`config.mk`:
```
export PLATFORM = sky130hd
export DESIGN_NAME = lfse_ctrl
export DESIGN_NICKNAME = d
export VERILOG_FILES = /design/src/rtl/lfse_pkg.sv /design/src/rtl/lfse_ctrl.sv
export SDC_FILE = /design/constraint.sdc
export NUM_CORES = 1
export LEC_CHECK = 0
export BUFFER_PORTS_ARGS = -buffer_cell sky130_fd_sc_hd__buf_4
export CORE_AREA = 2 2 39 41
export DETAILED_ROUTE_END_ITERATION = 8
export DIE_AREA = 0 0 41 43
export GPL_ROUTABILITY_DRIVEN = 0
export PLACE_DENSITY = 0.67
export SLEW_MARGIN = 10
export SYNTH_ARGS = -nofsm -noshare
export SYNTH_HDL_FRONTEND = slang
export SYNTH_SLANG_ARGS = --single-unit
```
`constraint.sdc`:
```
create_clock -name clk -period 1.7 [get_ports clk]
set_input_delay 0 -clock clk [delete_from_list [all_inputs] [get_ports clk]]
set_output_delay 0 -clock clk [all_outputs]
set_load 0.02 [all_outputs]
```
`src/rtl/lfse_pkg.sv`:
```
package lfse_pkg;

  localparam int MAX_ROWS   = 64;
  localparam int ROW_ADDR_W = $clog2(MAX_ROWS);
  localparam int CNT_W      = $clog2(MAX_ROWS + 1);
  localparam int FRAC_BITS  = 8;
  localparam int COL_W      = 8;

  localparam int DIV_NUM_W  = 40;
  localparam int DIV_DEN_W  = 24;

  localparam int ERR_DIVISOR = 100;
  // ceil(2^37 / 100), exact for error magnitudes below 2^30
  localparam logic [30:0] ERR_RECIP       = 31'd1374389535;
  localparam int          ERR_RECIP_SHIFT = 37;

  localparam int CFG_INDEX_W = 1;
  localparam int CFG_DATA_W  = 8;

  localparam logic [CFG_INDEX_W-1:0] REG_IMAGE_MIDDLE   = 1'b0;
  localparam logic [CFG_INDEX_W-1:0] REG_TURN_THRESHOLD = 1'b1;

  localparam logic [7:0] IMAGE_MIDDLE_RESET   = 8'd128;
  localparam logic [7:0] TURN_THRESHOLD_RESET = 8'd15;

  localparam logic [1:0] DIR_FORWARD = 2'd0;
  localparam logic [1:0] DIR_LEFT    = 2'd1;
  localparam logic [1:0] DIR_RIGHT   = 2'd2;

  typedef enum logic [5:0] {
    ST_IDLE,
    ST_PASS,
    ST_FIT0, ST_FIT1, ST_FIT2, ST_FIT3, ST_FIT4, ST_FIT5, ST_FIT6,
    ST_FIT7, ST_FIT8, ST_FIT9, ST_FIT10, ST_FIT11, ST_FIT12,
    ST_SL_START, ST_SL_WAIT,
    ST_OF_START, ST_OF_WAIT,
    ST_VA_START, ST_VA_WAIT, ST_VA_TAKE,
    ST_ER_PREP, ST_ER_START, ST_ER_WAIT, ST_ER_TAKE,
    ST_OUT
  } ctl_state_t;

  typedef enum logic [4:0] {
    OP_IDLE,
    OP_PASS,
    OP_FIT0, OP_FIT1, OP_FIT2, OP_FIT3, OP_FIT4, OP_FIT5, OP_FIT6,
    OP_FIT7, OP_FIT8, OP_FIT9, OP_FIT10, OP_FIT11, OP_FIT12,
    OP_SLOPE_START,
    OP_OFFSET_START,
    OP_VAR_START,
    OP_VAR_TAKE,
    OP_ERR_PREP,
    OP_ERR_START,
    OP_ERR_TAKE,
    OP_WAIT,
    OP_CLEAR
  } dp_op_t;

  typedef struct packed {
    dp_op_t op;
    logic   accept;
  } cmd_t;

  typedef struct packed {
    logic pass_done;
    logic n_zero;
    logic div_busy;
  } status_t;

endpackage

```
`src/rtl/lfse_ctrl.sv`:
```
module lfse_ctrl (
  input  logic              clk,
  input  logic              rst,
  input  logic              in_valid,
  input  logic              last_row,
  input  logic              out_stall,
  input  lfse_pkg::status_t status,
  output lfse_pkg::cmd_t    cmd,
  output logic              in_stall,
  output logic              out_valid
);

  lfse_pkg::ctl_state_t state;
  lfse_pkg::ctl_state_t state_next;

  always_ff @(posedge clk) begin
    if (rst) begin
      state <= lfse_pkg::ST_IDLE;
    end else begin
      state <= state_next;
    end
  end

  always_comb begin
    state_next = state;
    cmd.op     = lfse_pkg::OP_WAIT;
    cmd.accept = 1'b0;
    in_stall   = 1'b1;
    out_valid  = 1'b0;
    unique case (state)
      lfse_pkg::ST_IDLE: begin
        cmd.op     = lfse_pkg::OP_IDLE;
        in_stall   = 1'b0;
        cmd.accept = in_valid;
        if (in_valid && last_row) begin
          state_next = lfse_pkg::ST_PASS;
        end
      end
      lfse_pkg::ST_PASS: begin
        cmd.op = lfse_pkg::OP_PASS;
        if (status.pass_done) begin
          state_next = status.n_zero ? lfse_pkg::ST_ER_PREP : lfse_pkg::ST_FIT0;
        end
      end
      lfse_pkg::ST_FIT0:  begin cmd.op = lfse_pkg::OP_FIT0;  state_next = lfse_pkg::ST_FIT1;  end
      lfse_pkg::ST_FIT1:  begin cmd.op = lfse_pkg::OP_FIT1;  state_next = lfse_pkg::ST_FIT2;  end
      lfse_pkg::ST_FIT2:  begin cmd.op = lfse_pkg::OP_FIT2;  state_next = lfse_pkg::ST_FIT3;  end
      lfse_pkg::ST_FIT3:  begin cmd.op = lfse_pkg::OP_FIT3;  state_next = lfse_pkg::ST_FIT4;  end
      lfse_pkg::ST_FIT4:  begin cmd.op = lfse_pkg::OP_FIT4;  state_next = lfse_pkg::ST_FIT5;  end
      lfse_pkg::ST_FIT5:  begin cmd.op = lfse_pkg::OP_FIT5;  state_next = lfse_pkg::ST_FIT6;  end
      lfse_pkg::ST_FIT6:  begin cmd.op = lfse_pkg::OP_FIT6;  state_next = lfse_pkg::ST_FIT7;  end
      lfse_pkg::ST_FIT7:  begin cmd.op = lfse_pkg::OP_FIT7;  state_next = lfse_pkg::ST_FIT8;  end
      lfse_pkg::ST_FIT8:  begin cmd.op = lfse_pkg::OP_FIT8;  state_next = lfse_pkg::ST_FIT9;  end
      lfse_pkg::ST_FIT9:  begin cmd.op = lfse_pkg::OP_FIT9;  state_next = lfse_pkg::ST_FIT10; end
      lfse_pkg::ST_FIT10: begin cmd.op = lfse_pkg::OP_FIT10; state_next = lfse_pkg::ST_FIT11; end
      lfse_pkg::ST_FIT11: begin cmd.op = lfse_pkg::OP_FIT11; state_next = lfse_pkg::ST_FIT12; end
      lfse_pkg::ST_FIT12: begin
        cmd.op     = lfse_pkg::OP_FIT12;
        state_next = lfse_pkg::ST_SL_START;
      end
      lfse_pkg::ST_SL_START: begin
        cmd.op     = lfse_pkg::OP_SLOPE_START;
        state_next = lfse_pkg::ST_SL_WAIT;
      end
      lfse_pkg::ST_SL_WAIT: begin
        if (!status.div_busy) state_next = lfse_pkg::ST_OF_START;
      end
      lfse_pkg::ST_OF_START: begin
        cmd.op     = lfse_pkg::OP_OFFSET_START;
        state_next = lfse_pkg::ST_OF_WAIT;
      end
      lfse_pkg::ST_OF_WAIT: begin
        if (!status.div_busy) state_next = lfse_pkg::ST_VA_START;
      end
      lfse_pkg::ST_VA_START: begin
        cmd.op     = lfse_pkg::OP_VAR_START;
        state_next = lfse_pkg::ST_VA_WAIT;
      end
      lfse_pkg::ST_VA_WAIT: begin
        if (!status.div_busy) state_next = lfse_pkg::ST_VA_TAKE;
      end
      lfse_pkg::ST_VA_TAKE: begin
        cmd.op     = lfse_pkg::OP_VAR_TAKE;
        state_next = lfse_pkg::ST_ER_PREP;
      end
      lfse_pkg::ST_ER_PREP: begin
        cmd.op     = lfse_pkg::OP_ERR_PREP;
        state_next = lfse_pkg::ST_ER_START;
      end
      lfse_pkg::ST_ER_START: begin
        cmd.op     = lfse_pkg::OP_ERR_START;
        state_next = lfse_pkg::ST_ER_WAIT;
      end
      lfse_pkg::ST_ER_WAIT: begin
        if (!status.div_busy) state_next = lfse_pkg::ST_ER_TAKE;
      end
      lfse_pkg::ST_ER_TAKE: begin
        cmd.op     = lfse_pkg::OP_ERR_TAKE;
        state_next = lfse_pkg::ST_OUT;
      end
      lfse_pkg::ST_OUT: begin
        out_valid = 1'b1;
        if (!out_stall) begin
          cmd.op     = lfse_pkg::OP_CLEAR;
          state_next = lfse_pkg::ST_IDLE;
        end
      end
      default: state_next = lfse_pkg::ST_IDLE;
    endcase
  end

endmodule

```
Word level (Yosys, flattened, before mapping)
Index checks and enable logic that the tools add are counted.
{"block": "op_classes", "eq_ne": 33, "n_mux": 14, "reduce_logical": 3}
{"op": "$pmux 6 s27", "count": 1}
{"op": "$pmux 5 s23", "count": 1}
{"op": "$eq 6x5->1 const B", "count": 11}
{"op": "$eq 6x4->1 const B", "count": 8}
{"op": "$mux 6", "count": 7}
{"op": "$eq 6x3->1 const B", "count": 4}
{"op": "$ne 2x2->1 const B", "count": 7}
{"op": "$eq 6x2->1 const B", "count": 2}
{"op": "$reduce_and 7->1", "count": 1}
{"op": "$eq 6x1->1 const B", "count": 1}
{"op": "$logic_not 6->1", "count": 1}
{"op": "$mux 5", "count": 1}
{"op": "$mux 1", "count": 4}
{"op": "$logic_and 1x1->1", "count": 1}
{"block": "word_totals", "register_bits": 6, "inputBits": 8, "output_inout_bits": 8, "wordCells": 51}

Longest topological paths before layout
Gate-level depths: netlist of the first run.
{"block": "depth", "depth_word": 3, "depth_mapped": 6, "ltp_nobuf": 4}

Least setup slack after synthesis of the first run
OpenSTA, ideal clock, no wires.
{"block": "synth_path", "path_type": "register -> register", "start": "register state[3]", "end": "register state[1]", "setup_time_ps": 117, "arrival_ps": 1199, "required_time_ps": 1583, "slack_ps": 384, "stages_incl_launch_ff": 6, "path_buffers": 1, "period_less_slack_ps": 1316, "cell_sequence": "dfxtp_1 -> buf_6 -> nor4_2 -> nand2b_2 -> and4_4 -> a32o_1"}
{"block": "synth_between", "elab_chain_cells": 3, "elab_cells_between_ends": 36, "classes_between": "eq/ne: 33; mux: 1; reduce/logical: 2"}
{"item": "start, declared", "line": "lfse_ctrl.sv:13", "source": "lfse_pkg::ctl_state_t state;"}
{"item": "start signal, assigned", "line": "lfse_ctrl.sv:18", "source": "state <= lfse_pkg::ST_IDLE;"}
{"item": "start signal, assigned", "line": "lfse_ctrl.sv:20", "source": "state <= state_next;"}
{"item": "$eq 6x1->1, or another cell as far along", "line": "lfse_ctrl.sv:30", "source": "unique case (state)"}
{"item": "$ne 2x2->1 (no line)"}
{"item": "$reduce_and 7->1 (no line)"}
Several ways; a longest one is shown, not always the timed one.
A chain may end at the register's enable or synchronous reset.

==> out/metrics.csv, run 1 <==
stage;metric;value;unit
sta;relative slew slack;0.811;
setup_path;CP endpoint kind;output port;
setup_path;critical path type;reg2out;
final_layout;area grow syn2layout;22.3;%
synthesis;Synth area leaders;dfxtp_1 17%, buf_6 7.4%, a21oi_1 5.0%;
synthesis;EDFF count, synth;0;
synthesis;ys async rst share;0;
global_routing;first-pass GRT wire length;2.38;mm
setup_path;Critical Path AT;1.54;ns
detailed_routing;vias per cell;5.92;
power_and_ir_drop;Clk pwr share;0.103;
die;Die Width;41;µm
sta;Tightest Pin Transition;0.283;ns
power_and_ir_drop;Peak VDD IR;0.752;mV
clocking;CTS clk-pin slew, worst paths;0.05;ns
place;dpl hpwl;1.12;mm
die;Die ar.;1760;µm²
hold_path;Hold Crit Class;in2reg;
synthesis;synthesized flop and latch total;5;
global_routing;antenna violations before repair;0;
detailed_routing;drt pass-1 iters;4;
setup_path;Required @ worst endpoint;1.70;ns
sta;TNS Setup;0;ns
final_layout;most frequent cells in the layout;20 x buf_4, 6 x a21oi_1, 5 x nand2_1;
detailed_routing;Via Count;628;
power_and_ir_drop;Leak;0.299;nW
setup_path;Worst Setup Start Kind;register;
final_layout;footprint of the multi-input gates;423;µm²
power_and_ir_drop;sw frac;0.487;
sta;period utilization;0.904;
sta;RSZ-0062 raised after global routing;false;
global_routing;largest net degree at the start of global routing;15;
clocking;clk sinks;5;
sta;Slew Viols, Final;0;
sta;final hold viol count;0;
synthesis;Mapped Cells;74;
synthesis;mapped cell area;606;µm²
clocking;clk root buf;clkbuf_4;
job;max cap viols;0;
detailed_routing;final wirelength;1.49;mm
final_layout;share of cells above drive strength 1;0.467;
sta;Final WS setup;0.163;ns
clocking;Post-CTS Setup Bufs;0;
synthesis;Synth top area share;0.165;
place;DP Worst Slack;0.116;ns
sta;Max Fclk;651;MHz
power_and_ir_drop;Gate power share;0.706;
detailed_routing;drc violations;0;
global_routing;Overflow after GRT;0;
power_and_ir_drop;Power per Cell Area;1920;nW/µm²
detailed_routing;post-route ant nets;0;
synthesis;Synth area leader;dfxtp_1;
die;row cnt;14;
clocking;clk_lat worst skew;0.25;ns
final_layout;Largest regs;state x5;
final_layout;most flop-heavy register;state;
clocking;CTS tree;done;
final_layout;number of flip-flops under the largest register name;5;
sta;crit path time final;1.54;ns
synthesis;syn_nets;82;
power_and_ir_drop;Flop pwr share;0.191;
die;die height;43;µm
global_routing;GRT Total Usage;0.197;
sta;setup violators final;0;
final_layout;Finished Core Util;0.535;
sta;Clock Skew;0.00167;ns
final_layout;layout net count;99;
final_layout;Diodes inserted;0;
synthesis;ys flop type;dfxtp_1;
clocking;TritonCTS Buffers;3;
global_routing;vias in the first global route;541;
place;Buffers on Ports;15;
power_and_ir_drop;Int Pwr;0.729;mW
synthesis;Yosys cell types;44;
detailed_routing;DRT iter0 DRCs;28;
final_layout;FILL cells;138;
setup_path;CP max FO;12;
die;core area;1380;µm²
outcome;status;completed;
synthesis;post-synthesis sequential area ratio;0.165;
die;Starting Density;0.438;
final_layout;commonest non-fill, non-tap cell in the layout;buf_4;
final_layout;FF+latch area;104;µm²
clocking;Max H-tree Level;1;
clocking;CTS Buffer Depth;2;
power_and_ir_drop;Psw;0.691;mW
detailed_routing;wire length per cell;14.1;µm
synthesis;Synth Warn #;0;
synthesis;Mean Syn Cell Area;8.18;µm²
die;I/O Pins;16;
through the flow:
stage | total power [mW] | hold WS [ns] | area, µm² | cells
floorplan | 1.03 | 0.192 | 606 | 74
global placement | 1.27 | 0.233 | 701 | 101
detailed placement | 1.27 | 0.232 | 701 | 101
CTS | 1.42 | 0.111 | 737 | 106
global route | 1.54 | 0.127 | 741 | 106
finish | 1.42 | 0.115 | 741 | 106
routing by layer:
layer | vias to the layer above | track usage | routed length [µm]
met4 | 0 | 0.100 | 31
met1 | 285 | 0.268 | 655
met2 | 27 | 0.288 | 704
li1 | 312 | - | -
met3 | 4 | 0.0314 | 99
met5 | - | 0 | 0
layout make-up:
type,count,share of cell area
Clock buffer,4,0.0355
Inverter,2,0.0101
Multi-Input combinational cell,58,0.571
Sequential cell,5,0.140
Tap cell,16,0.0270
Timing Repair Buffer,21,0.216
repair_timing:
action / CTS / global route
setup endpoints to repair: 0 / 4
gates resized for setup: 0 / 3
endpoints found under the hold margin: 2 / 0
hold buffers: 1 / 0
path summary, 6_finish.rpt:
path | start | to | slack, ns | cells after the start
setup / recovery | state[1] | cmd[3] | 0.16 | 6
hold / removal | status[2] | state[0] | 0.11 | 4
setup reg to reg | state[3] | state[4] | 0.20 | 5
hold reg to reg | state[1] | state[1] | 0.66 | 1
worst max-delay path: stages, from the launching register on:
cell	delay, ns
dfxtp_2	0.45
buf_4	0.19
nand2_1	0.05
o21ai_0	0.17
a21oi_1	0.09
o22a_2	0.19
buf_4	0.15
synth_stat cells, types with 2 or more instances:
cell type and instances:
nand2_1 5, clkbuf_1 2, a21oi_1 6, a41oi_1 2
buf_6 4, dfxtp_1 5, and3_1 2, nor2b_1 3
nand2b_2 2, inv_1 2, nand3_1 2, nand2b_1 2
o21ai_0 4, nor2_1 3
logic make-up after synthesis:
kind of cell,after synthesis,synth area share
compound gates,27,0.341
buf+inv,11,0.136
flops,5,0.165
simple gates,31,0.357
power groups by stage:
stage | registers [mW] | logic, mW | clock network (mW)
2_1_floorplan | 0.195 | 0.835 | 0
3_5_place_dp | 0.269 | 0.998 | 0
6_report | 0.272 | 1.00 | 0.146
5_1_grt | 0.286 | 1.10 | 0.158
4_1_cts | 0.267 | 1.00 | 0.147
3_3_place_gp | 0.265 | 1.00 | 0
No activity file was read; power rests on OpenSTA's default activity.
==> run 2: changes to the inputs <==
--- a/config.mk
+++ b/config.mk
@@ -13,2 +13,3 @@
 export PLACE_DENSITY = 0.67
+export REMOVE_ABC_BUFFERS = 1
 export SLEW_MARGIN = 10
==> constraint.sdc (replaced) <==
create_clock -name clk -period 1.7 [get_ports clk]
set_input_delay 0.17 -clock clk [delete_from_list [all_inputs] [get_ports clk]]
set_output_delay 0.17 -clock clk [all_outputs]
set_load 0.02 [all_outputs]
==> run 2 against run 1 <==
  * Critical path type unchanged
  * Clock skew up 0.0036 ns
  * Register-to-register slack better by 0.03 ns
  * Final cell count up 0.94%
  * Routed wire length down 4.7%
  * Fmax down 4.7%
  * Largest power group unchanged
  * Power up 1.5%
  * Setup slack worse by 0.075 ns
  * Non-clock buffer count up 1
  * First-iteration DRC count down 61%
  * Sequential share of layout area up 0.48 points
==> out/metrics.csv, run 2 (synthesis gave the netlist of run 1 again) <==
stage;metric;value;unit
outcome;status;completed;
global_routing;antenna violations before repair;0;
detailed_routing;DRT iter0 DRCs;11;
final_layout;share of cells above drive strength 1;0.505;
clocking;clk sinks;5;
final_layout;layout net count;100;
sta;TNS Setup;0;ns
place;Cell Area, Placed;716;µm²
final_layout;area grow syn2layout;24.0;%
hold_path;Hold Crit Class;in2reg;
sta;final hold viol count;0;
final_layout;most flop-heavy register;state;
setup_path;Required @ worst endpoint;1.53;ns
die;I/O Pins;16;
setup_path;FF-to-FF setup slack;0.23;ns
die;Starting Density;0.438;
clocking;Post-CTS Setup Bufs;0;
final_layout;most frequent cells in the layout;22 x buf_4, 6 x a21oi_1, 5 x nand2_1;
clocking;CTS clk-pin slew, worst paths;0.05;ns
die;Die Width;41;µm
global_routing;vias in the first global route;546;
power_and_ir_drop;Leak;0.306;nW
final_layout;commonest non-fill, non-tap cell in the layout;buf_4;
setup_path;CP endpoint kind;output port;
sta;Final Hold Slack;0.150;ns
power_and_ir_drop;Peak VDD IR;1.26;mV
power_and_ir_drop;Power per Cell Area;1920;nW/µm²
power_and_ir_drop;Pwr Total;1.44;mW
final_layout;Diodes inserted;0;
clocking;clk root buf;clkbuf_4;
clocking;CTS Buffer Depth;2;
global_routing;first-pass GRT wire length;2.37;mm
setup_path;reg-to-reg critical path endpoint;state[1];
final_layout;number of flip-flops under the largest register name;5;
detailed_routing;Via Count;620;
global_routing;GRT Total Usage;0.195;
detailed_routing;drc violations;0;
detailed_routing;wire length per cell;13.3;µm
sta;Max Fclk;620;MHz
die;die height;43;µm
sta;Slew Viols, Final;0;
setup_path;Critical Path AT;1.44;ns
global_routing;largest net degree at the start of global routing;16;
hold_path;Hold Crit Depth;2;
sta;Clock Skew;0.00527;ns
clocking;hold buffers post-CTS;0;
clocking;TritonCTS Buffers;3;
global_routing;Overflow after GRT;0;
sta;setup violators final;0;
hold_path;Hold Crit Start;rst;
setup_path;launching point of the worst reg2reg path;state[3];
job;max cap viols;0;
setup_path;Worst Setup Start Kind;register;
hold_path;Hold Path Sink;state[3];
sta;crit path time final;1.61;ns
detailed_routing;final wirelength;1.42;mm
sta;Tightest Pin Transition;0.297;ns
setup_path;CP max FO;8;
die;row cnt;14;
clocking;Max H-tree Level;1;
sta;RSZ-0062 raised after global routing;false;
clocking;clk_lat worst skew;0.25;ns
die;core area;1380;µm²
sta;relative slew slack;0.799;
detailed_routing;post-route ant nets;0;
sta;period utilization;0.948;
die;Die ar.;1760;µm²
setup_path;critical path type;reg2out;
place;dpl hpwl;1.12;mm
final_layout;Final Cell Area;751;µm²
place;Buffers on Ports;15;
detailed_routing;drt pass-1 iters;4;
final_layout;Largest regs;state x5;
detailed_routing;vias per cell;5.79;
setup_path;R2R depth;5;
clocking;CTS tree;done;
-- run 2: changes by cell type in the layout (fill, tap and decap cells not counted) --
cell           change
dlygate4sd3_1      -1
buf_4              +2
dfxtp_2            +1
dfxtp_1            -2
dfxtp_4            +1
-- run 2: metrics by stage --
step / util / instances / setup WS (ns)
2_1_floorplan: - / 65 / 0.00593
3_3_place_gp: 0.517 / 103 / 0.153
3_5_place_dp: 0.517 / 103 / 0.106
4_1_cts: 0.538 / 107 / 0.0521
5_1_grt: 0.542 / 107 / 0.000801
6_report: 0.542 / 107 / 0.0879
-- run 2: layer usage --
layer  up-vias  track usage  wire length (µm)
met3         4       0.0314                72
li1        315            -                 -
met4         0        0.100                31
met2        19        0.281               700
met1       282        0.268               618
met5         -            0                 0
-- run 2: repair_timing --
action,CTS,global route
endpoints found under the hold margin,0,0
setup endpoints to repair,3,3
gates resized for setup,2,4
-- run 2: where the power goes --
group          switching, mW  internal [mW]  leakage, nW
Clock                 0.0517         0.0889       0.0150
Combinational          0.507          0.493        0.247
Sequential             0.123          0.178       0.0433
Total                  0.682          0.760        0.306
-- run 2: cell type report --
type                            count  area [µm²]
Timing Repair Buffer               22         165
Tap cell                           16        20.0
Fill cell                         141         633
Clock buffer                        4        26.3
Sequential cell                     5         109
Multi-Input combinational cell     58         423
Inverter                            2        7.51
-- run 2: worst max path at each step --
stage                        start        to  slack (ns)  cells past startpoint
after floorplan           state[4]  state[1]       0.006                      4
after global placement    state[1]  state[3]        0.15                      4
after detailed placement  state[1]  state[1]        0.11                      4
after CTS                 state[2]    cmd[3]        0.05                      6
after global routing      state[2]    cmd[3]      0.0008                      6
final                     state[2]    cmd[3]        0.09                      6
-- run 2: worst max-delay path, cell delays in order, from the launching register on --
cell,delay [ns]
dfxtp_2,0.42
buf_4,0.17
nand2_1,0.05
o21ai_0,0.14
a21oi_1,0.08
o22a_2,0.20
buf_4,0.15
